--- config.mk ---
export PLATFORM = sky130hd
export DESIGN_NAME = infix_expression_evaluator
export DESIGN_NICKNAME = d
export VERILOG_FILES = /design/src/rtl/iee_pkg.sv /design/src/rtl/iee_div.sv /design/src/rtl/iee_ctrl.sv /design/src/rtl/iee_dp.sv /design/src/rtl/infix_expression_evaluator.sv
export VERILOG_INCLUDE_DIRS = /design/src /design/src/rtl
export SDC_FILE = /design/constraint.sdc
export NUM_CORES = 1
export LEC_CHECK = 0
export BUFFER_PORTS_ARGS = -buffer_cell sky130_fd_sc_hd__buf_4
export CAP_MARGIN = 10
export CORE_MARGIN = 8
export CORE_UTILIZATION = 47
export CTS_CLUSTER_DIAMETER = 60
export CTS_CLUSTER_SIZE = 12
export DETAILED_ROUTE_END_ITERATION = 12
export GPL_TIMING_DRIVEN = 0
export PLACE_DENSITY = 0.66
export SETUP_SLACK_MARGIN = 0.3
export SYNTH_ARGS = -nofsm -noshare
export SYNTH_HDL_FRONTEND = slang
export SYNTH_HIERARCHICAL = 1
export SYNTH_SLANG_ARGS = --single-unit
--- constraint.sdc ---
create_clock -name clk -period 6.4 [get_ports clk]
set_clock_uncertainty 0.15 [all_clocks]
set_input_delay 0.96 -clock clk [delete_from_list [all_inputs] [get_ports clk]]
set_output_delay 0.96 -clock clk [all_outputs]
set_load 0.02 [all_outputs]
--- src/rtl/infix_expression_evaluator_assert.svh ---
// Assertion macros used by the evaluator datapath.
// Needs nothing else; included by files that check their own logic.
`ifndef INFIX_EXPRESSION_EVALUATOR_ASSERT_SVH
`define INFIX_EXPRESSION_EVALUATOR_ASSERT_SVH

// Same-cycle implication, disabled during reset.
`define IEE_ASSERT_NOW(lbl, clk, rst, ante, cons, msg) \
  lbl: assert property (@(posedge clk) disable iff (rst) (ante) |-> (cons)) else $error(msg);

// Next-cycle implication, disabled during reset.
`define IEE_ASSERT_NEXT(lbl, clk, rst, ante, cons, msg) \
  lbl: assert property (@(posedge clk) disable iff (rst) (ante) |=> (cons)) else $error(msg);

`endif

--- src/rtl/iee_pkg.sv ---
// Types and constants for the infix expression evaluator.
// No dependencies; imported by every module of the block.
package iee_pkg;

  localparam int OPERAND_DEPTH_DEF = 3;
  localparam int OPERATOR_DEPTH = 2;
  localparam logic [4:0] RADIX_RESET = 5'd10;
  localparam logic [9:0] FRACTION_SCALE = 10'd1000;

  localparam logic [4:0] SYM_PLUS   = 5'd16;
  localparam logic [4:0] SYM_MINUS  = 5'd17;
  localparam logic [4:0] SYM_DIVIDE = 5'd19;

  typedef enum logic [1:0] {
    OP_PLUS  = 2'd0,
    OP_MINUS = 2'd1,
    OP_TIMES = 2'd2,
    OP_DIV   = 2'd3
  } iee_op_t;

  typedef enum logic [1:0] {
    ST_OK        = 2'd0,
    ST_DIV_ZERO  = 2'd1,
    ST_MALFORMED = 2'd2
  } iee_status_t;

  typedef enum logic [3:0] {
    S_IDLE, S_DECODE, S_PUSHNUM, S_CHECK, S_POPOP, S_POPB, S_POPA,
    S_EXEC, S_DIVWAIT, S_PUSHRES, S_PUSHOP, S_READ0, S_EMIT
  } iee_state_t;

  typedef enum logic [2:0] {
    D_IDLE, D_QUO, D_MUL, D_FRAC, D_DONE
  } iee_div_state_t;

  typedef struct packed {
    logic load_in;
    logic mac;
    logic set_neg;
    logic mark_bad;
    logic push_num;
    logic pop_op;
    logic pop_b;
    logic pop_a;
    logic exec;
    logic push_res;
    logic push_op;
    logic read0;
    logic emit;
  } iee_cmd_t;

  typedef struct packed {
    logic is_digit;
    logic is_op;
    logic is_minus;
    logic last;
    logic after_op;
    logic op_low;
    logic opr_nz;
    logic opr_top_hi;
    logic div_needed;
    logic div_done;
    logic out_free;
  } iee_stat_t;

endpackage

--- src/rtl/iee_div.sv ---
// Iterative signed 16-bit divider with thousandths of the remainder.
// Depends on iee_pkg. One quotient bit per cycle, then ten fraction bits when the remainder is nonzero.
module iee_div
  import iee_pkg::*;
(
  input  logic        clk,
  input  logic        rst,
  input  logic        start,
  input  logic [15:0] a,
  input  logic [15:0] b,
  output logic        done,
  output logic [15:0] quo,
  output logic        rem_nz,
  output logic [9:0]  frac
);

  iee_div_state_t state, state_next;
  logic        neg_q;
  logic [15:0] num;
  logic [15:0] den;
  logic [15:0] rem;
  logic [25:0] fr;
  logic [25:0] dsh;
  logic [9:0]  fq;
  logic [3:0]  cnt;
  logic [16:0] rem_sh;
  logic        q_bit;

  assign rem_sh = {rem, num[15]};
  assign q_bit  = rem_sh >= {1'b0, den};

  always_comb begin
    state_next = state;
    case (state)
      D_IDLE: if (start) state_next = D_QUO;
      D_QUO:  if (cnt == 4'd0) state_next = D_MUL;
      D_MUL:  state_next = (rem == 16'd0) ? D_DONE : D_FRAC;
      D_FRAC: if (cnt == 4'd0) state_next = D_DONE;
      D_DONE: state_next = D_IDLE;
      default: state_next = D_IDLE;
    endcase
  end

  always_ff @(posedge clk) begin
    if (rst) begin
      state <= D_IDLE;
    end else begin
      state <= state_next;
    end
  end

  always_ff @(posedge clk) begin
    case (state)
      D_IDLE: begin
        if (start) begin
          neg_q <= a[15] ^ b[15];
          num   <= a[15] ? 16'(-a) : a;
          den   <= b[15] ? 16'(-b) : b;
          rem   <= '0;
          cnt   <= 4'd15;
        end
      end
      D_QUO: begin
        rem <= q_bit ? 16'(rem_sh - {1'b0, den}) : rem_sh[15:0];
        num <= {num[14:0], q_bit};
        cnt <= cnt - 4'd1;
      end
      D_MUL: begin
        fr  <= {10'd0, rem} * {16'd0, FRACTION_SCALE};
        dsh <= {1'b0, den, 9'd0};
        fq  <= '0;
        cnt <= 4'd9;
      end
      D_FRAC: begin
        if (fr >= dsh) begin
          fr <= fr - dsh;
        end
        fq  <= {fq[8:0], fr >= dsh};
        dsh <= dsh >> 1;
        cnt <= cnt - 4'd1;
      end
      default: ;
    endcase
  end

  assign done   = state == D_DONE;
  assign quo    = neg_q ? 16'(-num) : num;
  assign rem_nz = rem != 16'd0;
  assign frac   = fq;

endmodule

--- src/rtl/iee_ctrl.sv ---
// Sequencing state machine for the evaluator.
// Depends on iee_pkg; drives the datapath by command and status structs.
module iee_ctrl
  import iee_pkg::*;
(
  input  logic      clk,
  input  logic      rst,
  input  logic      in_valid,
  output logic      in_ready,
  input  iee_stat_t stat,
  output iee_cmd_t  cmd
);

  iee_state_t state, state_next;
  logic       fin, fin_next;
  logic       reduce;

  // reduce while operators remain; operator pass stops at lower precedence
  assign reduce = stat.opr_nz && (fin || stat.op_low || stat.opr_top_hi);

  always_comb begin
    state_next = state;
    fin_next   = fin;
    case (state)
      S_IDLE: if (in_valid) state_next = S_DECODE;
      S_DECODE: begin
        fin_next = 1'b0;
        if (stat.is_digit) begin
          fin_next   = stat.last;
          state_next = stat.last ? S_PUSHNUM : S_IDLE;
        end else if (stat.is_op) begin
          if (stat.last) begin
            state_next = S_EMIT;
          end else if (stat.is_minus && stat.after_op) begin
            state_next = S_IDLE;
          end else begin
            state_next = S_PUSHNUM;
          end
        end else begin
          state_next = stat.last ? S_EMIT : S_IDLE;
        end
      end
      S_PUSHNUM: state_next = S_CHECK;
      S_CHECK: begin
        if (reduce) begin
          state_next = S_POPOP;
        end else begin
          state_next = fin ? S_READ0 : S_PUSHOP;
        end
      end
      S_POPOP:   state_next = S_POPB;
      S_POPB:    state_next = S_POPA;
      S_POPA:    state_next = S_EXEC;
      S_EXEC:    state_next = stat.div_needed ? S_DIVWAIT : S_PUSHRES;
      S_DIVWAIT: if (stat.div_done) state_next = S_PUSHRES;
      S_PUSHRES: state_next = S_CHECK;
      S_PUSHOP:  state_next = S_IDLE;
      S_READ0:   state_next = S_EMIT;
      S_EMIT:    if (stat.out_free) state_next = S_IDLE;
      default:   state_next = S_IDLE;
    endcase
  end

  always_comb begin
    cmd = '0;
    case (state)
      S_IDLE: cmd.load_in = in_valid;
      S_DECODE: begin
        cmd.mac      = stat.is_digit;
        cmd.set_neg  = stat.is_op && !stat.last && stat.is_minus && stat.after_op;
        cmd.mark_bad = !stat.is_digit && !stat.is_op;
      end
      S_PUSHNUM: cmd.push_num = 1'b1;
      S_POPOP:   cmd.pop_op = 1'b1;
      S_POPB:    cmd.pop_b = 1'b1;
      S_POPA:    cmd.pop_a = 1'b1;
      S_EXEC:    cmd.exec = 1'b1;
      S_PUSHRES: cmd.push_res = 1'b1;
      S_PUSHOP:  cmd.push_op = 1'b1;
      S_READ0:   cmd.read0 = 1'b1;
      S_EMIT:    cmd.emit = stat.out_free;
      default: ;
    endcase
  end

  assign in_ready = state == S_IDLE;

  always_ff @(posedge clk) begin
    if (rst) begin
      state <= S_IDLE;
      fin   <= 1'b0;
    end else begin
      state <= state_next;
      fin   <= fin_next;
    end
  end

endmodule

--- src/rtl/iee_dp.sv ---
// Datapath: radix register, accumulator, operand and operator stacks,
// arithmetic unit and result register. Depends on iee_pkg, iee_div and the assert header.
`include "infix_expression_evaluator_assert.svh"
module iee_dp
  import iee_pkg::*;
#(
  parameter int OPERAND_DEPTH = OPERAND_DEPTH_DEF
) (
  input  logic        clk,
  input  logic        rst,
  input  logic        cfg_wr_en,
  input  logic [4:0]  cfg_wr_data,
  input  logic [4:0]  symbol,
  input  logic        last,
  input  iee_cmd_t    cmd,
  output iee_stat_t   stat,
  output logic        out_valid,
  input  logic        out_ready,
  output logic [15:0] value,
  output logic [1:0]  status,
  output logic        has_fraction,
  output logic [9:0]  fraction_thousandths
);

  localparam int CW = $clog2(OPERAND_DEPTH + 1);
  localparam int IW = $clog2(OPERAND_DEPTH);

  logic [4:0]  radix;
  logic [4:0]  sym;
  logic        sym_last;
  logic [15:0] acc;
  logic        neg;
  logic        after_op;
  logic        frac_flag;
  logic [9:0]  frac_val;
  logic [1:0]  err;
  logic [15:0] opnd [OPERAND_DEPTH];
  logic [CW-1:0] opnd_count;
  logic [1:0]  opr [OPERATOR_DEPTH];
  logic [1:0]  opr_count;
  logic [1:0]  cur_op;
  logic [15:0] opa;
  logic [15:0] opb;
  logic [15:0] res;
  logic [15:0] value_r;

  logic [CW-1:0] opnd_dec;
  logic [IW-1:0] rd_idx;
  logic [15:0]   rd_val;
  logic [15:0]   pop_val;
  logic [15:0]   push_val;
  logic          push;
  logic          opr_idx;
  logic          div_start;
  logic          div_done;
  logic [15:0]   div_quo;
  logic          div_rem_nz;
  logic [9:0]    div_frac;
  logic [1:0]    final_st;

  assign opnd_dec = opnd_count - CW'(1);
  assign rd_idx   = cmd.read0 ? '0 : opnd_dec[IW-1:0];
  assign rd_val   = opnd[rd_idx];
  assign pop_val  = (opnd_count == '0) ? 16'd0 : rd_val;
  assign push     = cmd.push_num || cmd.push_res;
  assign push_val = cmd.push_num ? (neg ? 16'(-acc) : acc) : res;
  assign opr_idx  = opr_count == 2'd2;

  assign stat.is_digit   = !sym[4];
  assign stat.is_op      = sym >= SYM_PLUS && sym <= SYM_DIVIDE;
  assign stat.is_minus   = sym == SYM_MINUS;
  assign stat.last       = sym_last;
  assign stat.after_op   = after_op;
  assign stat.op_low     = !sym[1];
  assign stat.opr_nz     = opr_count != 2'd0;
  assign stat.opr_top_hi = opr[opr_idx][1];
  assign stat.div_needed = cur_op == OP_DIV && opb != 16'd0;
  assign stat.div_done   = div_done;
  assign stat.out_free   = !out_valid || out_ready;

  assign div_start = cmd.exec && stat.div_needed;

  iee_div u_div (
    .clk    (clk),
    .rst    (rst),
    .start  (div_start),
    .a      (opa),
    .b      (opb),
    .done   (div_done),
    .quo    (div_quo),
    .rem_nz (div_rem_nz),
    .frac   (div_frac)
  );

  always_comb begin
    final_st = err;
    if (err == ST_OK && stat.is_op) begin
      final_st = ST_MALFORMED;
    end
  end

  always_ff @(posedge clk) begin
    if (rst) begin
      radix <= RADIX_RESET;
    end else if (cfg_wr_en) begin
      radix <= cfg_wr_data;
    end
  end

  always_ff @(posedge clk) begin
    if (cmd.load_in) begin
      sym      <= symbol;
      sym_last <= last;
    end
    if (cmd.pop_op) cur_op <= opr[opr_idx];
    if (cmd.pop_b) opb <= pop_val;
    if (cmd.pop_a) opa <= pop_val;
    if (cmd.exec) begin
      case (cur_op)
        OP_PLUS:  res <= opa + opb;
        OP_MINUS: res <= opa - opb;
        OP_TIMES: res <= 16'(opa * opb);
        default:  res <= 16'd0;
      endcase
    end else if (div_done) begin
      res <= div_quo;
    end
    if (cmd.read0) value_r <= rd_val;
  end

  // expression state; emit returns it to the start of a new expression
  always_ff @(posedge clk) begin
    if (rst || cmd.emit) begin
      acc        <= '0;
      neg        <= 1'b0;
      after_op   <= 1'b1;
      frac_flag  <= 1'b0;
      frac_val   <= '0;
      err        <= ST_OK;
      opnd_count <= '0;
      opr_count  <= '0;
      for (int k = 0; k < OPERAND_DEPTH; k++) opnd[k] <= '0;
      for (int k = 0; k < OPERATOR_DEPTH; k++) opr[k] <= '0;
    end else begin
      if (cmd.mac) begin
        acc      <= 16'(acc * radix + {11'd0, sym});
        after_op <= 1'b0;
      end
      if (cmd.set_neg) neg <= 1'b1;
      if (cmd.mark_bad && err == ST_OK) err <= ST_MALFORMED;
      if (cmd.push_num) begin
        acc <= '0;
        neg <= 1'b0;
      end
      if (push && opnd_count < CW'(OPERAND_DEPTH)) begin
        opnd[opnd_count[IW-1:0]] <= push_val;
        opnd_count <= opnd_count + CW'(1);
      end
      if ((cmd.pop_b || cmd.pop_a) && opnd_count != '0) begin
        opnd_count <= opnd_dec;
      end
      if (cmd.pop_op) opr_count <= opr_count - 2'd1;
      if (cmd.push_op) begin
        if (opr_count != 2'd2) begin
          opr[opr_count[0]] <= sym[1:0];
          opr_count <= opr_count + 2'd1;
        end
        after_op <= 1'b1;
      end
      if (cmd.exec && cur_op == OP_DIV && opb == 16'd0 && err == ST_OK) begin
        err <= ST_DIV_ZERO;
      end
      if (div_done && div_rem_nz) begin
        frac_flag <= 1'b1;
        frac_val  <= div_frac;
      end
    end
  end

  always_ff @(posedge clk) begin
    if (rst) begin
      out_valid <= 1'b0;
    end else if (cmd.emit) begin
      out_valid <= 1'b1;
    end else if (out_ready) begin
      out_valid <= 1'b0;
    end
  end

  always_ff @(posedge clk) begin
    if (cmd.emit) begin
      value                <= (final_st == ST_OK) ? value_r : 16'd0;
      status               <= final_st;
      has_fraction         <= (final_st == ST_OK) && frac_flag;
      fraction_thousandths <= (final_st == ST_OK) ? frac_val : 10'd0;
    end
  end

  `IEE_ASSERT_NOW(a_opnd_bound, clk, rst, 1'b1, opnd_count <= CW'(OPERAND_DEPTH), "operand count overflow")
  `IEE_ASSERT_NOW(a_opr_pop, clk, rst, cmd.pop_op, opr_count != 2'd0, "pop from empty operator stack")
  `IEE_ASSERT_NOW(a_emit_slot, clk, rst, cmd.emit, !out_valid || out_ready, "result overwritten")
  `IEE_ASSERT_NEXT(a_emit_clear, clk, rst, cmd.emit, opnd_count == '0 && err == ST_OK && out_valid, "expression not cleared on result")

endmodule

--- src/rtl/infix_expression_evaluator.sv ---
// Top level of the infix expression evaluator.
// Depends on iee_pkg, iee_ctrl and iee_dp (which holds iee_div).
//
// Usage:
//   Symbols arrive on the input channel (in_valid/in_ready): symbol is a
//   digit 0..15 or an operator code, last marks the end of an expression.
//   One result per expression leaves on the output channel
//   (out_valid/out_ready) with value, status, has_fraction and
//   fraction_thousandths.
//   The radix register is written through cfg_wr_en/cfg_wr_data; the user
//   must do so only while idle, as the block itself does not enforce it.
//   One symbol is worked at a time. A reduction pops the operator and both
//   operands, executes and pushes the result; a division runs in the
//   bit-serial divider (16 quotient and 10 fraction steps, the fraction
//   steps skipped when exact).
// Reset and stall:
//   rst (synchronous) sets radix to 10 and starts a new expression.
//   A waiting result is held in the output register; new symbols are still
//   taken, and only the next result waits until the slot is free.
module infix_expression_evaluator
  import iee_pkg::*;
#(
  parameter int OPERAND_DEPTH = OPERAND_DEPTH_DEF
) (
  input  logic        clk,
  input  logic        rst,
  input  logic        cfg_wr_en,
  input  logic [4:0]  cfg_wr_data,
  input  logic        in_valid,
  output logic        in_ready,
  input  logic [4:0]  symbol,
  input  logic        last,
  output logic        out_valid,
  input  logic        out_ready,
  output logic signed [15:0] value,
  output logic [1:0]  status,
  output logic        has_fraction,
  output logic [9:0]  fraction_thousandths
);

  iee_cmd_t    cmd;
  iee_stat_t   stat;
  logic [15:0] value_u;

  iee_ctrl u_ctrl (
    .clk      (clk),
    .rst      (rst),
    .in_valid (in_valid),
    .in_ready (in_ready),
    .stat     (stat),
    .cmd      (cmd)
  );

  iee_dp #(
    .OPERAND_DEPTH (OPERAND_DEPTH)
  ) u_dp (
    .clk                  (clk),
    .rst                  (rst),
    .cfg_wr_en            (cfg_wr_en),
    .cfg_wr_data          (cfg_wr_data),
    .symbol               (symbol),
    .last                 (last),
    .cmd                  (cmd),
    .stat                 (stat),
    .out_valid            (out_valid),
    .out_ready            (out_ready),
    .value                (value_u),
    .status               (status),
    .has_fraction         (has_fraction),
    .fraction_thousandths (fraction_thousandths)
  );

  assign value = $signed(value_u);

endmodule

* Word-level counts from Yosys, hierarchy flattened
Memories as Yosys holds them, arrays and structs flattened.
Cells that the tools add are included.
** Storage, ports and cells
- Flip-flop bits (word level) :: 265
- Latch bits :: 0
- RAM bits :: 52
- Bits in read-only memories :: 0
- Bits of input ports :: 16
- Logic and storage cells :: 226
- Memories :: 2
** Cells by class
- Add/sub/neg operators :: 14
- $mul :: 3
- Divide/modulo/power cells :: 0
- $lt $le $gt $ge :: 5
- Equal/unequal tests :: 29
- Shifts and indexed selects :: 0
- Mux-type cells :: 76
- Bitwise logic cells :: 1
- Reduce and logical (&&, ||, !) cells :: 62
** Memories
- u_dp.opnd :: words 3, width 16, read ports 1, clocked after memory_dff 0, wr ports 3, RTL line iee_dp.sv:37 : logic [15:0] opnd [OPERAND_DEPTH];
- u_dp.opr :: words 2, width 2, read ports 1, clocked after memory_dff 0, wr ports 2, RTL line iee_dp.sv:39 : logic [1:0] opr [OPERATOR_DEPTH];
** Operators by type and width (number)
- $mux W16 :: 11
- $pmux W26 S2 :: 2
- $neg A16 Y16 :: 4
- $pmux W16 S2 :: 2
- $pmux W16 S3 :: 1
- $pmux W4 S11 :: 1
- $mux W4 :: 9
- $logic_not A16 Y1 :: 2
- $reduce_bool A16 Y1 :: 2
- $sub A16 B16 Y16 :: 2
- $mux W1 :: 29
- $ge A26 B26 Y1 :: 1
- $mux W26 :: 1
- $sub A26 B26 Y26 :: 1
- $mul A16 B7 Y23 const B :: 1
- $mux W2 :: 11
- $eq A4 B4 Y1 const B :: 5
- $pmux W10 S2 :: 1
- $logic_and A1 B1 Y1 :: 18
- $ge A17 B16 Y1 :: 1
- $add A16 B16 Y16 :: 1
- $add A16 B5 Y16 :: 1
- $eq A4 B3 Y1 const B :: 4
- $mul A16 B16 Y16 :: 1
- 33 further kinds :: 78

* Longest topological paths before layout
- Depth after elaboration :: 9
- Gate-level depth with buffers :: 21
- Depth with buffers taken out :: 20

* Modules after synthesis
The synthesis kept the hierarchy.
** Modules (own cells, without submodules)
- iee_dp :: times used 1, cells each 1543, area each 15733.8 µm², sequential area each 5895.7 µm²
- iee_div :: times used 1, cells each 1139, area each 10761.6 µm², sequential area each 3483.3 µm²
- iee_ctrl :: times used 1, cells each 71, area each 470.5 µm², sequential area each 100.1 µm²

* Worst setup path before layout
No wires, ideal clock.
- Path kind :: reg2reg
- Start point :: reg u_dp.opb[2]
- End point :: reg u_dp.res[12] (data pin)
- Setup time :: 270 ps
- Arrival time :: 5436 ps
- Data required time :: 5980 ps
- Slack :: 544 ps
- Cell stages (with the launch flop) :: 20
- Path buffers :: 2
- Path through :: edfxtp_1 clkbuf_1 clkbuf_1 nand2_1 fa_1 fa_1 fa_1 fa_1 inv_1 fa_1 inv_1 fa_1 inv_1 ha_1 and2_1 a31o_2 nor3_1 xnor2_1 a22oi_1 a21oi_1
** Between the ends
- Cells in the longest elaborated chain, start to end :: 3
** Ends and longest elaborated chain
- start: declaration :: RTL line iee_dp.sv:43 : logic [15:0] opb;
- start signal: assignment :: RTL line iee_dp.sv:116 : if (cmd.pop_b) opb <= pop_val;
- $mul A16 B16 Y16, or another cell as far along :: RTL line iee_dp.sv:122 : OP_TIMES: res <= 16'(opa * opb);
- $pmux W16 S3 * :: RTL line iee_dp.sv:119 : case (cur_op)
- $mux W16 * :: RTL line iee_dp.sv:118 : if (cmd.exec) begin
- end signal: assignment :: RTL line iee_dp.sv:120 : OP_PLUS: res <= opa + opb;
- end signal: assignment :: RTL line iee_dp.sv:121 : OP_MINUS: res <= opa - opb;
- end signal: assignment :: RTL line iee_dp.sv:122
- end: declaration :: RTL line iee_dp.sv:44 : logic [15:0] res;
Mark *: on every way between the ends. The rest lies on a longest branch, timed or not.
A chain may end at the register's enable or synchronous reset.

* Final worst setup path
- Start point :: reg u_dp.opb[7]
- End point :: reg u_dp.res[15] (data pin)
Same word-level chain as after synthesis.

==> results.sh <==
export IMPL_area_delta_synth_final_pct=11.2
export IMPL_maxSlewViolCount=0
export IMPL_synth_edf_count=283
export IMPL_synth_distinct_cells=88
export IMPL_ir_drop_mv=0.145
export IMPL_antenna_found_initial=0
export IMPL_grt_max_degree=33
export IMPL_drt_initial_drc_count=1393
export IMPL_dieArea_sq_mm=0.0653
export IMPL_h_tree_depth=2
export IMPL_cap_violations=0
export IMPL_syn_inst=2753
export IMPL_power_total_mw=5.88
export IMPL_swShare_pct=30.1
export IMPL_wire_per_inst_microns=19.0
export IMPL_synth_top_family_by_area="adder cells"
export IMPL_tritoncts="built"
export IMPL_endpoint_kind="register"
export IMPL_critPathKind="register to register"
export IMPL_cts_path_max_buffers=3
export IMPL_hold_path_class="register to register"
export IMPL_min_from="u_dp/frac_val[7]$_SDFFE_PP0P_"
export IMPL_dr_pass1_iters=5
export IMPL_start_util_pct=47.1
export IMPL_synth_warnings=6
export IMPL_grt_pass1_vias=20400
export IMPL_vias=20300
export IMPL_rsz0062_at_grt="true"
export IMPL_dpl_cell_count=3587
export IMPL_outcome="completed"
export IMPL_async_flop_share_pct=0
export IMPL_grt_pass1_wl_microns=111000
export IMPL_layout_nets=3296
export IMPL_portBuffers=45
export IMPL_cp_max_fo=10
export IMPL_cp_common_cell="fa_1"
export IMPL_timing_hold_ws_ns=0.302
export IMPL_design_core_area_sq_mm=0.0573
export IMPL_clk_pin_slew_ns=0.06
export IMPL_fin_crit_sh_pct=93.4
export IMPL_p_clk_share_pct=31.7
export IMPL_setup_viol=0
export IMPL_seq_power_share_pct=41.7
export IMPL_crit_slowest_cell="edfxtp_1"
export IMPL_reg2reg_slack_ns=0.42
export IMPL_powerDensity_mw_per_mm2=196
export IMPL_comb_power_share_pct=26.6
export IMPL_finalHoldViolCount=0
export IMPL_critical_path_top_delay_family="adder cells"
export IMPL_synthFlopType="edfxtp_1"
export IMPL_tightestPinTransition_ns=1.11
export IMPL_routed_wirelength_microns=69900
export IMPL_diodes=0
export IMPL_required_ns=6.61
export IMPL_synth_xor_area_share_pct=5.77
export IMPL_drcViolationCount=0
export IMPL_p_int_mw=4.11
export IMPL_arrival_ns=6.18
export IMPL_final_common_cell="inv_1"
export IMPL_synth_compound_area_share_pct=10.8
export IMPL_critPathMaxStageDelay_ns=0.56
export IMPL_holdPathEnd="u_dp/frac_val[7]$_SDFFE_PP0P_"
export IMPL_fillers=5110
export IMPL_numCtsBuffers=34
export IMPL_die_h_microns=256
export IMPL_r2r_start="u_dp/opb[7]$_DFFE_PP_"
export IMPL_cp_start_kind="register"
export IMPL_drive_gt1_share_pct=8.02
export IMPL_synth_area_mux_share_pct=3.32
export IMPL_hold_depth=2
export IMPL_final_instance_count_excl_fill=3682
export IMPL_grt_total_usage_pct=20.9
export IMPL_ios=47
export IMPL_gp_congestion=0.896
export IMPL_synth_simple_gate_area_share_pct=15.7
export IMPL_most_common_layout_cells="330 x inv_1, 283 x edfxtp_1, 281 x nand2_1, 213 x nor2_1, 207 x ha_1"
export IMPL_num_rows=88
export IMPL_synth_area_sq_mm=0.0270
export IMPL_overflow=0
export IMPL_cellLeakagePower_nw=12.7
export IMPL_totalNegativeSetupSlack_ns=0
export IMPL_hpwl_microns=53500
export IMPL_layout_setup_ws_ns=0.423
export IMPL_rr_endpoint="u_dp/res[15]$_DFFE_PP_"
export IMPL_clock_latency_ns=0.53
export IMPL_ys_seq_elements=332
export IMPL_switchingPower_mw=1.77
export IMPL_path_cells="clkbuf_4 -> nand2_1 -> fa_1 -> fa_1 -> inv_1 -> fa_1 -> fa_1 -> inv_1 -> fa_1 -> fa_2 -> xor2_2 -> xnor2_1 -> xnor2_1 -> xnor2_1 -> xnor3_2 -> xnor2_2 -> nand2_2 -> a31oi_4"
export IMPL_synthAdderAreaFrac_pct=22.8
export IMPL_critPathBufInv=3
export IMPL_die_x_microns=256
export IMPL_ys_seq_area_share_pct=35.2
export IMPL_fin_crit_ns=5.98
export IMPL_maxSlewHeadroom_pct=26.0
export IMPL_worstSetupStartpoint="u_dp/opb[7]$_DFFE_PP_"
export IMPL_avgSynthCellArea_sq_um=9.80
export IMPL_via_per_inst=5.50
export IMPL_postRouteAntennaNets=0
export IMPL_dp_slack_ns=-0.615
export IMPL_max_freq_mhz=167
export IMPL_r2r_worst_path_cells=18
export IMPL_root_buffer="clkbuf_16"
export IMPL_cts_sinks=332
area by class of cell:
cell class | instances | area [sq um] | area share, %
Tap cell | 765 | 957 | 3.19
Buffer | 119 | 604 | 2.01
Multi-Input combinational cell | 1986 | 16000 | 53.2
Clock buffer | 54 | 947 | 3.16
Inverter | 331 | 1240 | 4.14
Timing Repair Buffer | 91 | 753 | 2.51
Clock inverter | 4 | 51.3 | 0.171
Sequential cell | 332 | 9480 | 31.6
worst reg2reg max path: stages (launching register included):
cell and delay, ns:
edfxtp_1 0.56, clkbuf_4 0.31, nand2_1 0.10, fa_1 0.50, fa_1 0.52, inv_1 0.06
fa_1 0.50, fa_1 0.55, inv_1 0.06, fa_1 0.49, fa_2 0.40, xor2_2 0.19
xnor2_1 0.18, xnor2_1 0.17, xnor2_1 0.17, xnor3_2 0.34, xnor2_2 0.23, nand2_2 0.10
a31oi_4 0.23
metrics by stage:
| stage | area, sq um | util [%] |
|---|---|---|
| after global placement | 28300 | 49.5 |
| after detailed placement | 28500 | 49.8 |
| after floorplan | 27000 | - |
| after CTS | 29800 | 52.1 |
| final | 30000 | 52.4 |
| after global routing | 30000 | 52.4 |
per-layer routing:
layer | track usage, % | up-vias | wire, microns
met2 | 36.0 | 614 | 33900
met5 | 0 | - | 0
met4 | 7.17 | 0 | 2610
li1 | - | 9601 | -
met3 | 2.74 | 131 | 3880
met1 | 26.9 | 9906 | 29500
timing repair:
item,CTS,global route
setup buffers,25,12
resized for setup,40,33
pin swaps,4,20
setup endpoints to repair,7,5
hold buffers,0,0
synth_stat cells, drive strengths merged (38+ instances only):
cell	instances	area, sq um
inv	330	1240
edfxtp	283	8500
nand2	282	1060
nor2	215	807
ha	209	2620
fa	176	3520
and2	136	855
o21ai	129	653
xnor2	120	1050
a21oi	103	515
clkbuf	90	338
mux2i	85	851
xor2	55	482
dfxtp	49	981
nor3	41	210
nor2b	38	238
power groups by stage:
stage	clock (mW)	sequential, mW	combinational (mW)
finish	1.86	2.45	1.57
global route	1.99	2.46	1.73
CTS	1.90	2.45	1.49
detailed placement	0	2.50	1.43
global placement	0	2.50	1.40
floorplan	0	2.48	1.03
registers in the layout, indices dropped and copies added, names as in the netlist, 3 cells and up:
name / count
u_dp/value_r: 16
u_dp/u_div/rem: 16
u_dp/opa: 16
u_dp/opr: 4
u_dp/frac_val: 10
u_dp/u_div/state: 3
u_dp/u_div/frac: 10
u_dp/sym: 5
u_ctrl/state: 4
u_dp/u_div/den: 16
u_dp/opnd: 64
u_dp/u_div/dsh: 25
u_dp/fraction_thousandths: 10
u_dp/value: 16
u_dp/u_div/cnt: 4
u_dp/acc: 16
u_dp/radix: 5
u_dp/u_div/num: 16
u_dp/u_div/fr: 26
u_dp/res: 16
u_dp/opb: 16
cell families after synthesis:
kind of cell             after synthesis
XOR/XNOR                             176
AO/OA/AOI/OAI                        450
adder cells (fa/ha/maj)              385
flip-flops                           332
multiplexers                          89
AND/OR/NAND/NOR                      870
buffers and inverters                450
other                                  1
how the worst max path moves through the flow:
stage | end | slack, ns | cells past startpoint
floorplan | u_dp/res[12]$_DFFE_PP_ | 0.54 | 19
global placement | u_dp/opnd[2][9]$_SDFFCE_PN0P_ | -1.77 | 10
detailed placement | u_dp/res[15]$_DFFE_PP_ | -0.62 | 19
CTS | u_dp/res[15]$_DFFE_PP_ | 0.28 | 19
global route | u_dp/res[14]$_DFFE_PP_ | 0.29 | 19
finish | u_dp/res[15]$_DFFE_PP_ | 0.42 | 18
Power figures use the tool's default switching activity.
